## src/rtl/fldt_pkg.sv

```systemverilog
`timescale 1ns / 1ps

package fldt_pkg;

  localparam int unsigned DEF_HISTORY_DEPTH = 10;
  localparam int unsigned DEF_WARMUP_FRAMES = 5;

  localparam int unsigned CRD_W  = 20;
  localparam int unsigned RAT_W  = 16;
  localparam int unsigned CFG_IW = 3;
  localparam int unsigned ROOT_W = 21;
  localparam int unsigned SQ_W   = 2 * ROOT_W;
  localparam int unsigned REM_W  = 23;
  localparam int unsigned NUM_W  = 34;
  localparam int unsigned SQRT_STEPS = ROOT_W;
  localparam int unsigned DIV_STEPS  = NUM_W;

  localparam logic [CFG_IW-1:0] REG_EYE_THR   = 3'd0;
  localparam logic [CFG_IW-1:0] REG_YAWN_THR  = 3'd1;
  localparam logic [CFG_IW-1:0] REG_BLINK_MIN = 3'd2;
  localparam logic [CFG_IW-1:0] REG_BLINK_MAX = 3'd3;
  localparam logic [CFG_IW-1:0] REG_LVL_ONE   = 3'd4;
  localparam logic [CFG_IW-1:0] REG_LVL_TWO   = 3'd5;
  localparam logic [CFG_IW-1:0] REG_BIAS      = 3'd6;

  localparam logic [15:0]      RST_EYE_THR   = 16'd1843;
  localparam logic [15:0]      RST_YAWN_THR  = 16'd3072;
  localparam logic [15:0]      RST_BLINK_MIN = 16'd2;
  localparam logic [15:0]      RST_BLINK_MAX = 16'd15;
  localparam logic [15:0]      RST_LVL_ONE   = 16'd15;
  localparam logic [15:0]      RST_LVL_TWO   = 16'd30;
  localparam logic [CRD_W-1:0] RST_BIAS      = 20'd26;

  localparam logic [1:0] LVL_ALERT  = 2'd0;
  localparam logic [1:0] LVL_DROWSY = 2'd1;
  localparam logic [1:0] LVL_VERY   = 2'd2;

  typedef enum logic [3:0] {
    ST_IDLE,
    ST_SQX,
    ST_SQY,
    ST_SQRT,
    ST_DLD,
    ST_RDIV,
    ST_RING,
    ST_AVE,
    ST_AVM,
    ST_TRK
  } state_e;

endpackage

```

## src/rtl/face_landmark_drowsiness_tracker.sv

```systemverilog
`timescale 1ns / 1ps
// channel  | handshake                | payload
// in       | in_valid_i / in_ready_o  | ten landmark coordinates, Q12.8
// out      | out_valid_o / out_ready_i| averages, level, blink and yawn totals
// cfg      | cfg_we_i                 | cfg_idx_i, cfg_data_i
// One request runs from acceptance to its registered result through six
// distances (each two squares on the shared multiplier and 21 root steps),
// two ratio divides and two averaging divides at 34 steps each on the shared
// divider, and control states. No new request while one is in work.
// Reset clears control state and totals; ring entries beyond the fill count are not cleared and go unused.
// A stalled result holds the output register and the finish of the next request.

module face_landmark_drowsiness_tracker import fldt_pkg::*; #(
  parameter int unsigned HISTORY_DEPTH = DEF_HISTORY_DEPTH,
  parameter int unsigned WARMUP_FRAMES = DEF_WARMUP_FRAMES
) (
  input  logic              clk_i,
  input  logic              rst_ni,
  input  logic              cfg_we_i,
  input  logic [CFG_IW-1:0] cfg_idx_i,
  input  logic [CRD_W-1:0]  cfg_data_i,
  input  logic              in_valid_i,
  output logic              in_ready_o,
  input  logic [CRD_W-1:0]  left_eye_x_i,
  input  logic [CRD_W-1:0]  left_eye_y_i,
  input  logic [CRD_W-1:0]  right_eye_x_i,
  input  logic [CRD_W-1:0]  right_eye_y_i,
  input  logic [CRD_W-1:0]  nose_x_i,
  input  logic [CRD_W-1:0]  nose_y_i,
  input  logic [CRD_W-1:0]  mouth_left_x_i,
  input  logic [CRD_W-1:0]  mouth_left_y_i,
  input  logic [CRD_W-1:0]  mouth_right_x_i,
  input  logic [CRD_W-1:0]  mouth_right_y_i,
  output logic              out_valid_o,
  input  logic              out_ready_i,
  output logic [RAT_W-1:0]  avg_eye_ratio_o,
  output logic [RAT_W-1:0]  avg_mouth_ratio_o,
  output logic [1:0]        drowsiness_level_o,
  output logic [15:0]       blink_total_o,
  output logic [15:0]       yawn_total_o
);

  localparam int unsigned AW = (HISTORY_DEPTH > 1) ? $clog2(HISTORY_DEPTH) : 1;
  localparam int unsigned FW = $clog2(HISTORY_DEPTH + 1);
  localparam int unsigned SW = RAT_W + FW;

  state_e state_q, state_d;

  logic [15:0]      eye_thr_q, yawn_thr_q, bmin_q, bmax_q, lvl1_q, lvl2_q;
  logic [CRD_W-1:0] bias_q;

  logic [CRD_W-1:0] crd_q [10];
  logic [5:0]       cnt_q, cnt_d;
  logic [1:0]       didx_q, didx_d;
  logic             pair_q, pair_d;
  logic [SQ_W-1:0]  sq_q, sq_d;
  logic [REM_W-1:0] rem_q, rem_d;
  logic [ROOT_W-1:0] root_q, root_d;
  logic [NUM_W-1:0] num_q, num_d;
  logic [REM_W-1:0] den_q, den_d;
  logic [ROOT_W-1:0] dist_q [3];
  logic [ROOT_W-1:0] dist_d [3];
  logic [RAT_W-1:0] eye_r_q, eye_r_d, mouth_r_q, mouth_r_d;
  logic [RAT_W-1:0] avg_eye_q, avg_eye_d;

  logic [AW-1:0]    slot_q, slot_d;
  logic [FW-1:0]    frames_q, frames_d;
  logic [SW-1:0]    eye_sum_q, eye_sum_d, mouth_sum_q, mouth_sum_d;
  logic             flag_q, flag_d;
  logic [15:0]      run_q, run_d, blink_q, blink_d, yawn_q, yawn_d;

  logic             out_valid_q, out_valid_d;
  logic [RAT_W-1:0] o_eye_q, o_eye_d, o_mouth_q, o_mouth_d;
  logic [1:0]       o_lvl_q, o_lvl_d;

  logic [RAT_W-1:0] eye_ring [HISTORY_DEPTH];
  logic [RAT_W-1:0] mouth_ring [HISTORY_DEPTH];
  logic [RAT_W-1:0] eye_old_q, mouth_old_q;

  logic [CRD_W-1:0] pa_x, pa_y, pb_x, pb_y, dx, dy, mop;
  logic [2*CRD_W-1:0] prod;
  logic [ROOT_W+3:0] sq_t, sq_trial;
  logic [REM_W:0]    dv_t;
  logic              dv_ge;
  logic [NUM_W-1:0]  q_next;
  logic              full, warm, closed, accept, out_free;

  assign accept   = in_valid_i && in_ready_o;
  assign out_free = !out_valid_q || out_ready_i;
  assign full     = (frames_q == FW'(HISTORY_DEPTH));
  assign warm     = (7'(frames_q) >= 7'(WARMUP_FRAMES));

  // point pair for the current distance
  always_comb begin
    unique case ({pair_q, didx_q})
      3'b000:  begin pa_x = crd_q[4]; pa_y = crd_q[5]; pb_x = crd_q[0]; pb_y = crd_q[1]; end
      3'b001:  begin pa_x = crd_q[4]; pa_y = crd_q[5]; pb_x = crd_q[2]; pb_y = crd_q[3]; end
      3'b010:  begin pa_x = crd_q[0]; pa_y = crd_q[1]; pb_x = crd_q[2]; pb_y = crd_q[3]; end
      3'b100:  begin pa_x = crd_q[4]; pa_y = crd_q[5]; pb_x = crd_q[6]; pb_y = crd_q[7]; end
      3'b101:  begin pa_x = crd_q[4]; pa_y = crd_q[5]; pb_x = crd_q[8]; pb_y = crd_q[9]; end
      default: begin pa_x = crd_q[6]; pa_y = crd_q[7]; pb_x = crd_q[8]; pb_y = crd_q[9]; end
    endcase
  end

  assign dx   = (pa_x > pb_x) ? pa_x - pb_x : pb_x - pa_x;
  assign dy   = (pa_y > pb_y) ? pa_y - pb_y : pb_y - pa_y;
  assign mop  = (state_q == ST_SQX) ? dx : dy;
  assign prod = mop * mop;

  assign sq_t     = {rem_q, sq_q[SQ_W-1 -: 2]};
  assign sq_trial = {2'b00, root_q, 2'b01};

  assign dv_t   = {rem_q, num_q[NUM_W-1]};
  assign dv_ge  = (dv_t >= {1'b0, den_q});
  assign q_next = {num_q[NUM_W-2:0], dv_ge};

  always_comb begin
    state_d = state_q;
    unique case (state_q)
      ST_IDLE: if (in_valid_i) state_d = ST_SQX;
      ST_SQX:  state_d = ST_SQY;
      ST_SQY:  state_d = ST_SQRT;
      ST_SQRT: if (cnt_q == 6'(SQRT_STEPS - 1)) state_d = (didx_q == 2'd2) ? ST_DLD : ST_SQX;
      ST_DLD:  state_d = ST_RDIV;
      ST_RDIV: if (cnt_q == 6'(DIV_STEPS - 1)) state_d = pair_q ? ST_RING : ST_SQX;
      ST_RING: state_d = ST_AVE;
      ST_AVE:  if (cnt_q == 6'(DIV_STEPS - 1)) state_d = ST_AVM;
      ST_AVM:  if (cnt_q == 6'(DIV_STEPS - 1)) state_d = ST_TRK;
      ST_TRK:  if (out_free) state_d = ST_IDLE;
      default: state_d = ST_IDLE;
    endcase
  end

  always_comb begin
    cnt_d = cnt_q; didx_d = didx_q; pair_d = pair_q;
    sq_d = sq_q; rem_d = rem_q; root_d = root_q; num_d = num_q; den_d = den_q;
    dist_d = dist_q; eye_r_d = eye_r_q; mouth_r_d = mouth_r_q; avg_eye_d = avg_eye_q;
    slot_d = slot_q; frames_d = frames_q; eye_sum_d = eye_sum_q; mouth_sum_d = mouth_sum_q;
    flag_d = flag_q; run_d = run_q; blink_d = blink_q; yawn_d = yawn_q;
    out_valid_d = out_valid_q && !out_ready_i;
    o_eye_d = o_eye_q; o_mouth_d = o_mouth_q; o_lvl_d = o_lvl_q;
    closed = 1'b0;
    unique case (state_q)
      ST_IDLE: begin
        didx_d = 2'd0;
        pair_d = 1'b0;
      end
      ST_SQX: sq_d = SQ_W'(prod);
      ST_SQY: begin
        sq_d   = sq_q + SQ_W'(prod);
        rem_d  = '0;
        root_d = '0;
        cnt_d  = '0;
      end
      ST_SQRT: begin
        if (sq_t >= sq_trial) begin
          rem_d  = REM_W'(sq_t - sq_trial);
          root_d = {root_q[ROOT_W-2:0], 1'b1};
        end else begin
          rem_d  = REM_W'(sq_t);
          root_d = {root_q[ROOT_W-2:0], 1'b0};
        end
        sq_d  = {sq_q[SQ_W-3:0], 2'b00};
        cnt_d = cnt_q + 6'd1;
        if (cnt_q == 6'(SQRT_STEPS - 1)) begin
          dist_d[didx_q] = root_d;
          didx_d = (didx_q == 2'd2) ? 2'd0 : didx_q + 2'd1;
        end
      end
      ST_DLD: begin
        num_d = {(22'(dist_q[0]) + 22'(dist_q[1])), 12'b0};
        den_d = {(22'(dist_q[2]) + 22'(bias_q)), 1'b0};
        rem_d = '0;
        cnt_d = '0;
      end
      ST_RDIV, ST_AVE, ST_AVM: begin
        rem_d = dv_ge ? REM_W'(dv_t - {1'b0, den_q}) : REM_W'(dv_t);
        num_d = q_next;
        cnt_d = cnt_q + 6'd1;
        if (cnt_q == 6'(DIV_STEPS - 1)) begin
          cnt_d = '0;
          rem_d = '0;
          if (state_q == ST_RDIV) begin
            if (pair_q) mouth_r_d = (|q_next[NUM_W-1:RAT_W]) ? '1 : q_next[RAT_W-1:0];
            else        eye_r_d   = (|q_next[NUM_W-1:RAT_W]) ? '1 : q_next[RAT_W-1:0];
            pair_d = 1'b1;
          end else if (state_q == ST_AVE) begin
            avg_eye_d = q_next[RAT_W-1:0];
            num_d = NUM_W'(mouth_sum_q);
          end
        end
      end
      ST_RING: begin
        eye_sum_d   = eye_sum_q - (full ? SW'(eye_old_q) : '0) + SW'(eye_r_q);
        mouth_sum_d = mouth_sum_q - (full ? SW'(mouth_old_q) : '0) + SW'(mouth_r_q);
        slot_d   = (slot_q == AW'(HISTORY_DEPTH - 1)) ? '0 : slot_q + AW'(1);
        frames_d = full ? frames_q : frames_q + FW'(1);
        num_d = NUM_W'(eye_sum_d);
        den_d = REM_W'(frames_d);
        rem_d = '0;
        cnt_d = '0;
      end
      ST_TRK: begin
        if (out_free) begin
          o_eye_d   = avg_eye_q;
          o_mouth_d = num_q[RAT_W-1:0];
          o_lvl_d   = LVL_ALERT;
          out_valid_d = 1'b1;
          if (warm) begin
            closed = (avg_eye_q < eye_thr_q);
            if (closed) begin
              if (!flag_q) begin
                flag_d = 1'b1;
                run_d  = 16'd1;
              end else if (run_q != '1) begin
                run_d = run_q + 16'd1;
              end
            end else if (flag_q) begin
              if (run_q > bmin_q && run_q < bmax_q && blink_q != '1)
                blink_d = blink_q + 16'd1;
              flag_d = 1'b0;
              run_d  = '0;
            end
            if (num_q[RAT_W-1:0] > yawn_thr_q && yawn_q != '1) yawn_d = yawn_q + 16'd1;
            if (run_d > lvl2_q)      o_lvl_d = LVL_VERY;
            else if (run_d > lvl1_q) o_lvl_d = LVL_DROWSY;
          end
        end
      end
      default: ;
    endcase
  end

  always_ff @(posedge clk_i or negedge rst_ni) begin
    if (!rst_ni) begin
      state_q     <= ST_IDLE;
      slot_q      <= '0;
      frames_q    <= '0;
      eye_sum_q   <= '0;
      mouth_sum_q <= '0;
      flag_q      <= 1'b0;
      run_q       <= '0;
      blink_q     <= '0;
      yawn_q      <= '0;
      out_valid_q <= 1'b0;
      cnt_q       <= '0;
      didx_q      <= '0;
      pair_q      <= 1'b0;
      eye_thr_q   <= RST_EYE_THR;
      yawn_thr_q  <= RST_YAWN_THR;
      bmin_q      <= RST_BLINK_MIN;
      bmax_q      <= RST_BLINK_MAX;
      lvl1_q      <= RST_LVL_ONE;
      lvl2_q      <= RST_LVL_TWO;
      bias_q      <= RST_BIAS;
    end else begin
      state_q     <= state_d;
      slot_q      <= slot_d;
      frames_q    <= frames_d;
      eye_sum_q   <= eye_sum_d;
      mouth_sum_q <= mouth_sum_d;
      flag_q      <= flag_d;
      run_q       <= run_d;
      blink_q     <= blink_d;
      yawn_q      <= yawn_d;
      out_valid_q <= out_valid_d;
      cnt_q       <= cnt_d;
      didx_q      <= didx_d;
      pair_q      <= pair_d;
      if (cfg_we_i) begin
        unique case (cfg_idx_i)
          REG_EYE_THR:   eye_thr_q  <= cfg_data_i[15:0];
          REG_YAWN_THR:  yawn_thr_q <= cfg_data_i[15:0];
          REG_BLINK_MIN: bmin_q     <= cfg_data_i[15:0];
          REG_BLINK_MAX: bmax_q     <= cfg_data_i[15:0];
          REG_LVL_ONE:   lvl1_q     <= cfg_data_i[15:0];
          REG_LVL_TWO:   lvl2_q     <= cfg_data_i[15:0];
          REG_BIAS:      bias_q     <= cfg_data_i;
          default: ;
        endcase
      end
    end
  end

  always_ff @(posedge clk_i) begin
    if (accept) begin
      crd_q[0] <= left_eye_x_i;   crd_q[1] <= left_eye_y_i;
      crd_q[2] <= right_eye_x_i;  crd_q[3] <= right_eye_y_i;
      crd_q[4] <= nose_x_i;       crd_q[5] <= nose_y_i;
      crd_q[6] <= mouth_left_x_i; crd_q[7] <= mouth_left_y_i;
      crd_q[8] <= mouth_right_x_i; crd_q[9] <= mouth_right_y_i;
    end
    sq_q      <= sq_d;
    rem_q     <= rem_d;
    root_q    <= root_d;
    num_q     <= num_d;
    den_q     <= den_d;
    dist_q    <= dist_d;
    eye_r_q   <= eye_r_d;
    mouth_r_q <= mouth_r_d;
    avg_eye_q <= avg_eye_d;
    o_eye_q   <= o_eye_d;
    o_mouth_q <= o_mouth_d;
    o_lvl_q   <= o_lvl_d;
  end

  // ratio history, entries beyond the fill count are never used
  always_ff @(posedge clk_i) begin
    if (state_q == ST_RING) begin
      eye_ring[slot_q]   <= eye_r_q;
      mouth_ring[slot_q] <= mouth_r_q;
    end
    eye_old_q   <= eye_ring[slot_q];
    mouth_old_q <= mouth_ring[slot_q];
  end

  assign in_ready_o         = (state_q == ST_IDLE);
  assign out_valid_o        = out_valid_q;
  assign avg_eye_ratio_o    = o_eye_q;
  assign avg_mouth_ratio_o  = o_mouth_q;
  assign drowsiness_level_o = o_lvl_q;
  assign blink_total_o      = blink_q;
  assign yawn_total_o       = yawn_q;

endmodule

```

## config.mk

```make
export PLATFORM = sky130hd
export DESIGN_NAME = face_landmark_drowsiness_tracker
export DESIGN_NICKNAME = d
export VERILOG_FILES = /design/src/rtl/fldt_pkg.sv /design/src/rtl/face_landmark_drowsiness_tracker.sv
export SDC_FILE = /design/constraint.sdc
export NUM_CORES = 2
export LEC_CHECK = 0
export CORE_ASPECT_RATIO = 0.5
export CORE_UTILIZATION = 59
export DETAILED_ROUTE_END_ITERATION = 16
export DONT_BUFFER_PORTS = 1
export HOLD_SLACK_MARGIN = 0.06
export PLACE_DENSITY = 0.74
export SLEW_MARGIN = 5
export SYNTH_ARGS = -nofsm -noshare
export SYNTH_HDL_FRONTEND = slang
export SYNTH_SLANG_ARGS = --single-unit
```

## constraint.sdc

```tcl
create_clock -name clk_i -period 27.6 [get_ports clk_i]
set_input_delay 1.38 -clock clk_i [delete_from_list [all_inputs] [get_ports clk_i]]
set_output_delay 1.38 -clock clk_i [all_outputs]
set_load 0.02 [all_outputs]
```

==> results.md <==
- Of the post-synthesis cell area, the part taken by muxes is 0.0500.
- The pin count of the biggest net entering global routing is 228.
- The smallest hold slack is 344 ps.
- The first global-routing pass estimated 271,000 um of wire.
- The net count after synthesis is 7,246.
- The DRC violation total after the first TritonRoute iteration is 4,164.
- The longest clock path from root to sink contains 3 buffers.
- The highest signal layer in the routed design is met5.
- The via count is 47,180.
- The number of warning messages in the yosys log is 0.
- In this run the cell area measured after placement is 70,000 um^2.
- The post-cts sizing count is 0.
- At the later pin of the worst-skew pair, clock insertion delay measures 730 ps.
- By area, the combinational part of the netlist is dominated by adder cells.
- The category of the worst setup path capture point is a flop.
- For this configuration, the core starts out at a cell density of 0.600.
- In this run the tightest slew margin relative to its limit is 0.186.
- The most used flip-flop cell after synthesis is sky130_fd_sc_hd__edfxtp_1.
- The remaining number of nets flagged by the antenna check after routing is 0.
- The floorplan step defined a die boundary enclosing 117,000 um^2.
- In the final layout, the share of cells above drive strength 1 is 0.0754.
- The quantity of I/O buffers inserted on ports is 0.
- The cell type contributing the most total cell area after synthesis is sky130_fd_sc_hd__edfxtp_1.
- The largest incremental delay on the critical path is 720 ps.
- The first detailed-routing pass took 6 iterations.
- The cell area after technology mapping is 68,300 um^2.
- The placeable core area is 114,000 um^2.
- In the global route stage, overall resource usage came out at 0.294.
- The via count of the first global-routing pass was 47,818.
- The number of flops mapped to enable cells by yosys is 808.
- The leading cell type in the layout, fill and taps excluded is sky130_fd_sc_hd__edfxtp_1.
- Global routing finished with a remaining overflow of 0.
- Max-cap violations in this run came to 0.
- The number of buffers and inverters on the critical path is 11.
- The setup slack after layout is 11,340 ps.
- The die boundary height is 243 um.
- Summing all multi-input logic gate instances after layout gives 34,000 um^2.
- The worst setup path is launched from a flop.
- The number of hold violations in the final report is 0.
- Along the worst path, the maximum fanout reaches 44.
- The top cell types in the final layout, fill and taps aside, are sky130_fd_sc_hd__edfxtp_1, sky130_fd_sc_hd__inv_1, sky130_fd_sc_hd__ha_1, sky130_fd_sc_hd__nor2_1, sky130_fd_sc_hd__nand2_1.
- The count of hold-fix buffers inserted at cts is 0.
- The final-layout setup total negative slack is 0 ps.
- Synthesis handed over a netlist of 6,197 instances.
- The ratio of routed vias to standard cells is 6.11.
- The cell at the slowest stage of the critical path is sky130_fd_sc_hd__and2_1.
- Of the synthesized area, sequential elements account for 0.448.
- For the pin with the worst max-slew slack, the measured transition is 1220 ps.
- The final critical-path required period is 16,260 ps.
- Prior to clock tree synthesis, the placed netlist has a worst setup slack of 11,650 ps.
- The synthesized netlist contains 95 unique library cells.
- The most numerous cell type found on the critical path is sky130_fd_sc_hd__fa_1.
- The detailed-route wire length on metal 1 is 75,000 um.
- The routability congestion estimate from global placement is 0.974.
- Summed over all layers, the routed wires come to 172,000 um.
- The initial antenna violation count is 4.
- The placed wire-length estimate after detailed placement is 125,000 um.
- Across the whole layout, storage elements account for 30,600 um^2.
- The final setup skew is 52.5 ps.
- The final layout contains 7,177 nets.
- By area the synthesized netlist is led by sky130_fd_sc_hd__edfxtp_1, sky130_fd_sc_hd__fa_1, sky130_fd_sc_hd__ha_1, sky130_fd_sc_hd__dfrtp_1, sky130_fd_sc_hd__inv_1.
- The post-synthesis compound-gate area fraction is 0.128.
- Clock-pin slew was measured on the worst setup and hold paths at 70 ps.
- Of the total synthesized cell area, the portion taken by full adders, half adders and majority gates is 0.186.
- The filler cells instantiated in the layout total 8,655.
- Of the post-synthesis cell area, the dominant cell type holds 0.355.
- In this run, synthesis produced a sequential element count of 1,067.
- The routed design uses 80,600 um of met2 wire.
- The amount of wire on met3 after detailed routing is 12,200 um.
- STA puts the critical path data required time at 28,040 ps.
- In the final routed layout, each cell accounts on average for 22.2 um.
- The number of buffers added for setup after CTS is 0.
- The H-tree was split into 3 levels.
- The floorplan has 87 rows.
- The fraction of synthesized cell area in xor and xnor cells is 0.0315.
- The final setup violation count is 0.
- The clock sink total is 1,067.
- Grouping stages by cell kind, the critical path spends the most delay in adder cells.
- Compared with the post-synthesis result, the final layout area differs by 7.23%.
- The number of max-slew violations in the final report is 0.
- The highest clock frequency the design can meet is 61.5 MHz.
- Setup repair after global routing left no endpoint under its margin.
- The average instance in the mapped netlist occupies 11.0 um^2.
- The number of remaining DRC errors is 0.
- Of the total synthesized cell area, the portion taken by AND, OR, NAND and NOR gates is 0.0991.
- The CTS root buffer is sky130_fd_sc_hd__clkbuf_16.
- In this run the count of I/O pins placed on the die edge is 296.
- The type of the most critical hold path is primary input to async pin.
- The final instance area is 73,200 um^2.
- The critical path in this run is classified as flop to flop.
- TritonCTS built the clock tree.
- The async set-or-reset flop fraction in the synthesized netlist is 0.213.
- At the worst endpoint, the arrival time is 16,700 ps.
- The die is 483 um wide.
- Of the available clock period, the critical path in the final layout requires 0.589.
- The number of clock buffers inserted by TritonCTS is 93.
- The flow ran to the end, and the final reports show no timing, DRC or antenna violations.
-- area by class of cell --
class / count / share of cell area
diodes: 4 / 0.000137
clock buffers: 119 / 0.0355
clock inverters: 56 / 0.00827
inverters: 801 / 0.0411
multi-input cells: 4093 / 0.464
flip-flops and latches: 1067 / 0.418
well taps: 1513 / 0.0258
repair buffers: 72 / 0.00735
-- logic make-up (layout without fill, tap and decap cells) --
family / after synthesis / in the layout
simple gates: 1429 / 1429
compound gates: 1343 / 1343
flops: 1067 / 1067
buf+inv: 1037 / 1048
fa+ha+maj: 822 / 822
mux: 253 / 253
xor+xnor: 246 / 246
other cells: 0 / 4
-- worst paths after layout --
| kind | depth (start not counted) | endpoint | slack, ps | from |
|---|---|---|---|---|
| worst min register to register | 0 | avg_eye_ratio_o[6] | 470 | avg_eye_q[6] |
| worst min-delay path | 0 | cnt_q[1] | 340 | rst_ni |
| worst max-delay path | 56 | sq_q[41] | 11340 | pair_q |
| min in group clk_i | 0 | avg_eye_ratio_o[6] | 470 | avg_eye_q[6] |
| max in group asynchronous | 0 | slot_q[0] | 26660 | rst_ni |
| worst max register to register | 56 | sq_q[41] | 11340 | pair_q |
-- routing by layer --
metal / global-route usage / vias up
met5: 0 / -
met4: 0.0728 / 2
met3: 0.0473 / 271
met2: 0.482 / 1811
met1: 0.412 / 23404
li1: - / 21692
-- cell usage after synthesis, types with 64 or more instances --
library cell               count
sky130_fd_sc_hd__edfxtp_1    808
sky130_fd_sc_hd__inv_1       790
sky130_fd_sc_hd__ha_1        501
sky130_fd_sc_hd__nor2_1      422
sky130_fd_sc_hd__nand2_1     411
sky130_fd_sc_hd__a21oi_1     363
sky130_fd_sc_hd__fa_1        320
sky130_fd_sc_hd__o21ai_0     316
sky130_fd_sc_hd__dfrtp_1     202
sky130_fd_sc_hd__clkbuf_1    181
sky130_fd_sc_hd__xnor2_1     152
sky130_fd_sc_hd__a21o_1      145
sky130_fd_sc_hd__nor2b_1     123
sky130_fd_sc_hd__mux2i_1     122
sky130_fd_sc_hd__xor2_1       94
sky130_fd_sc_hd__nand3_1      76
sky130_fd_sc_hd__and2_1       75
sky130_fd_sc_hd__nor3_1       72
sky130_fd_sc_hd__nand2b_1     68
sky130_fd_sc_hd__a211oi_1     67
sky130_fd_sc_hd__mux2_2       67
sky130_fd_sc_hd__mux4_2       64
-- state kept, by name, summed over array words and instances, names as in the netlist, 20 cells and up --
register     cells
mouth_ring     160
sq_q            42
dist_q          63
root_q          21
bias_q          20
num_q           34
mouth_sum_q     20
rem_q           23
den_q           23
eye_sum_q       20
eye_ring       160
crd_q          200
-- metrics by stage --
| stage | utilization | cells |
|---|---|---|
| floorplan | - | 6197 |
| global placement | 0.615 | 7545 |
| detailed placement | 0.615 | 7545 |
| CTS | 0.644 | 7720 |
| global route | 0.644 | 7724 |
| finish | 0.644 | 7725 |
Power is left out: the tool's default activity adds up to more than one toggle a clock period on the data nets, which glitch-free logic cannot reach.
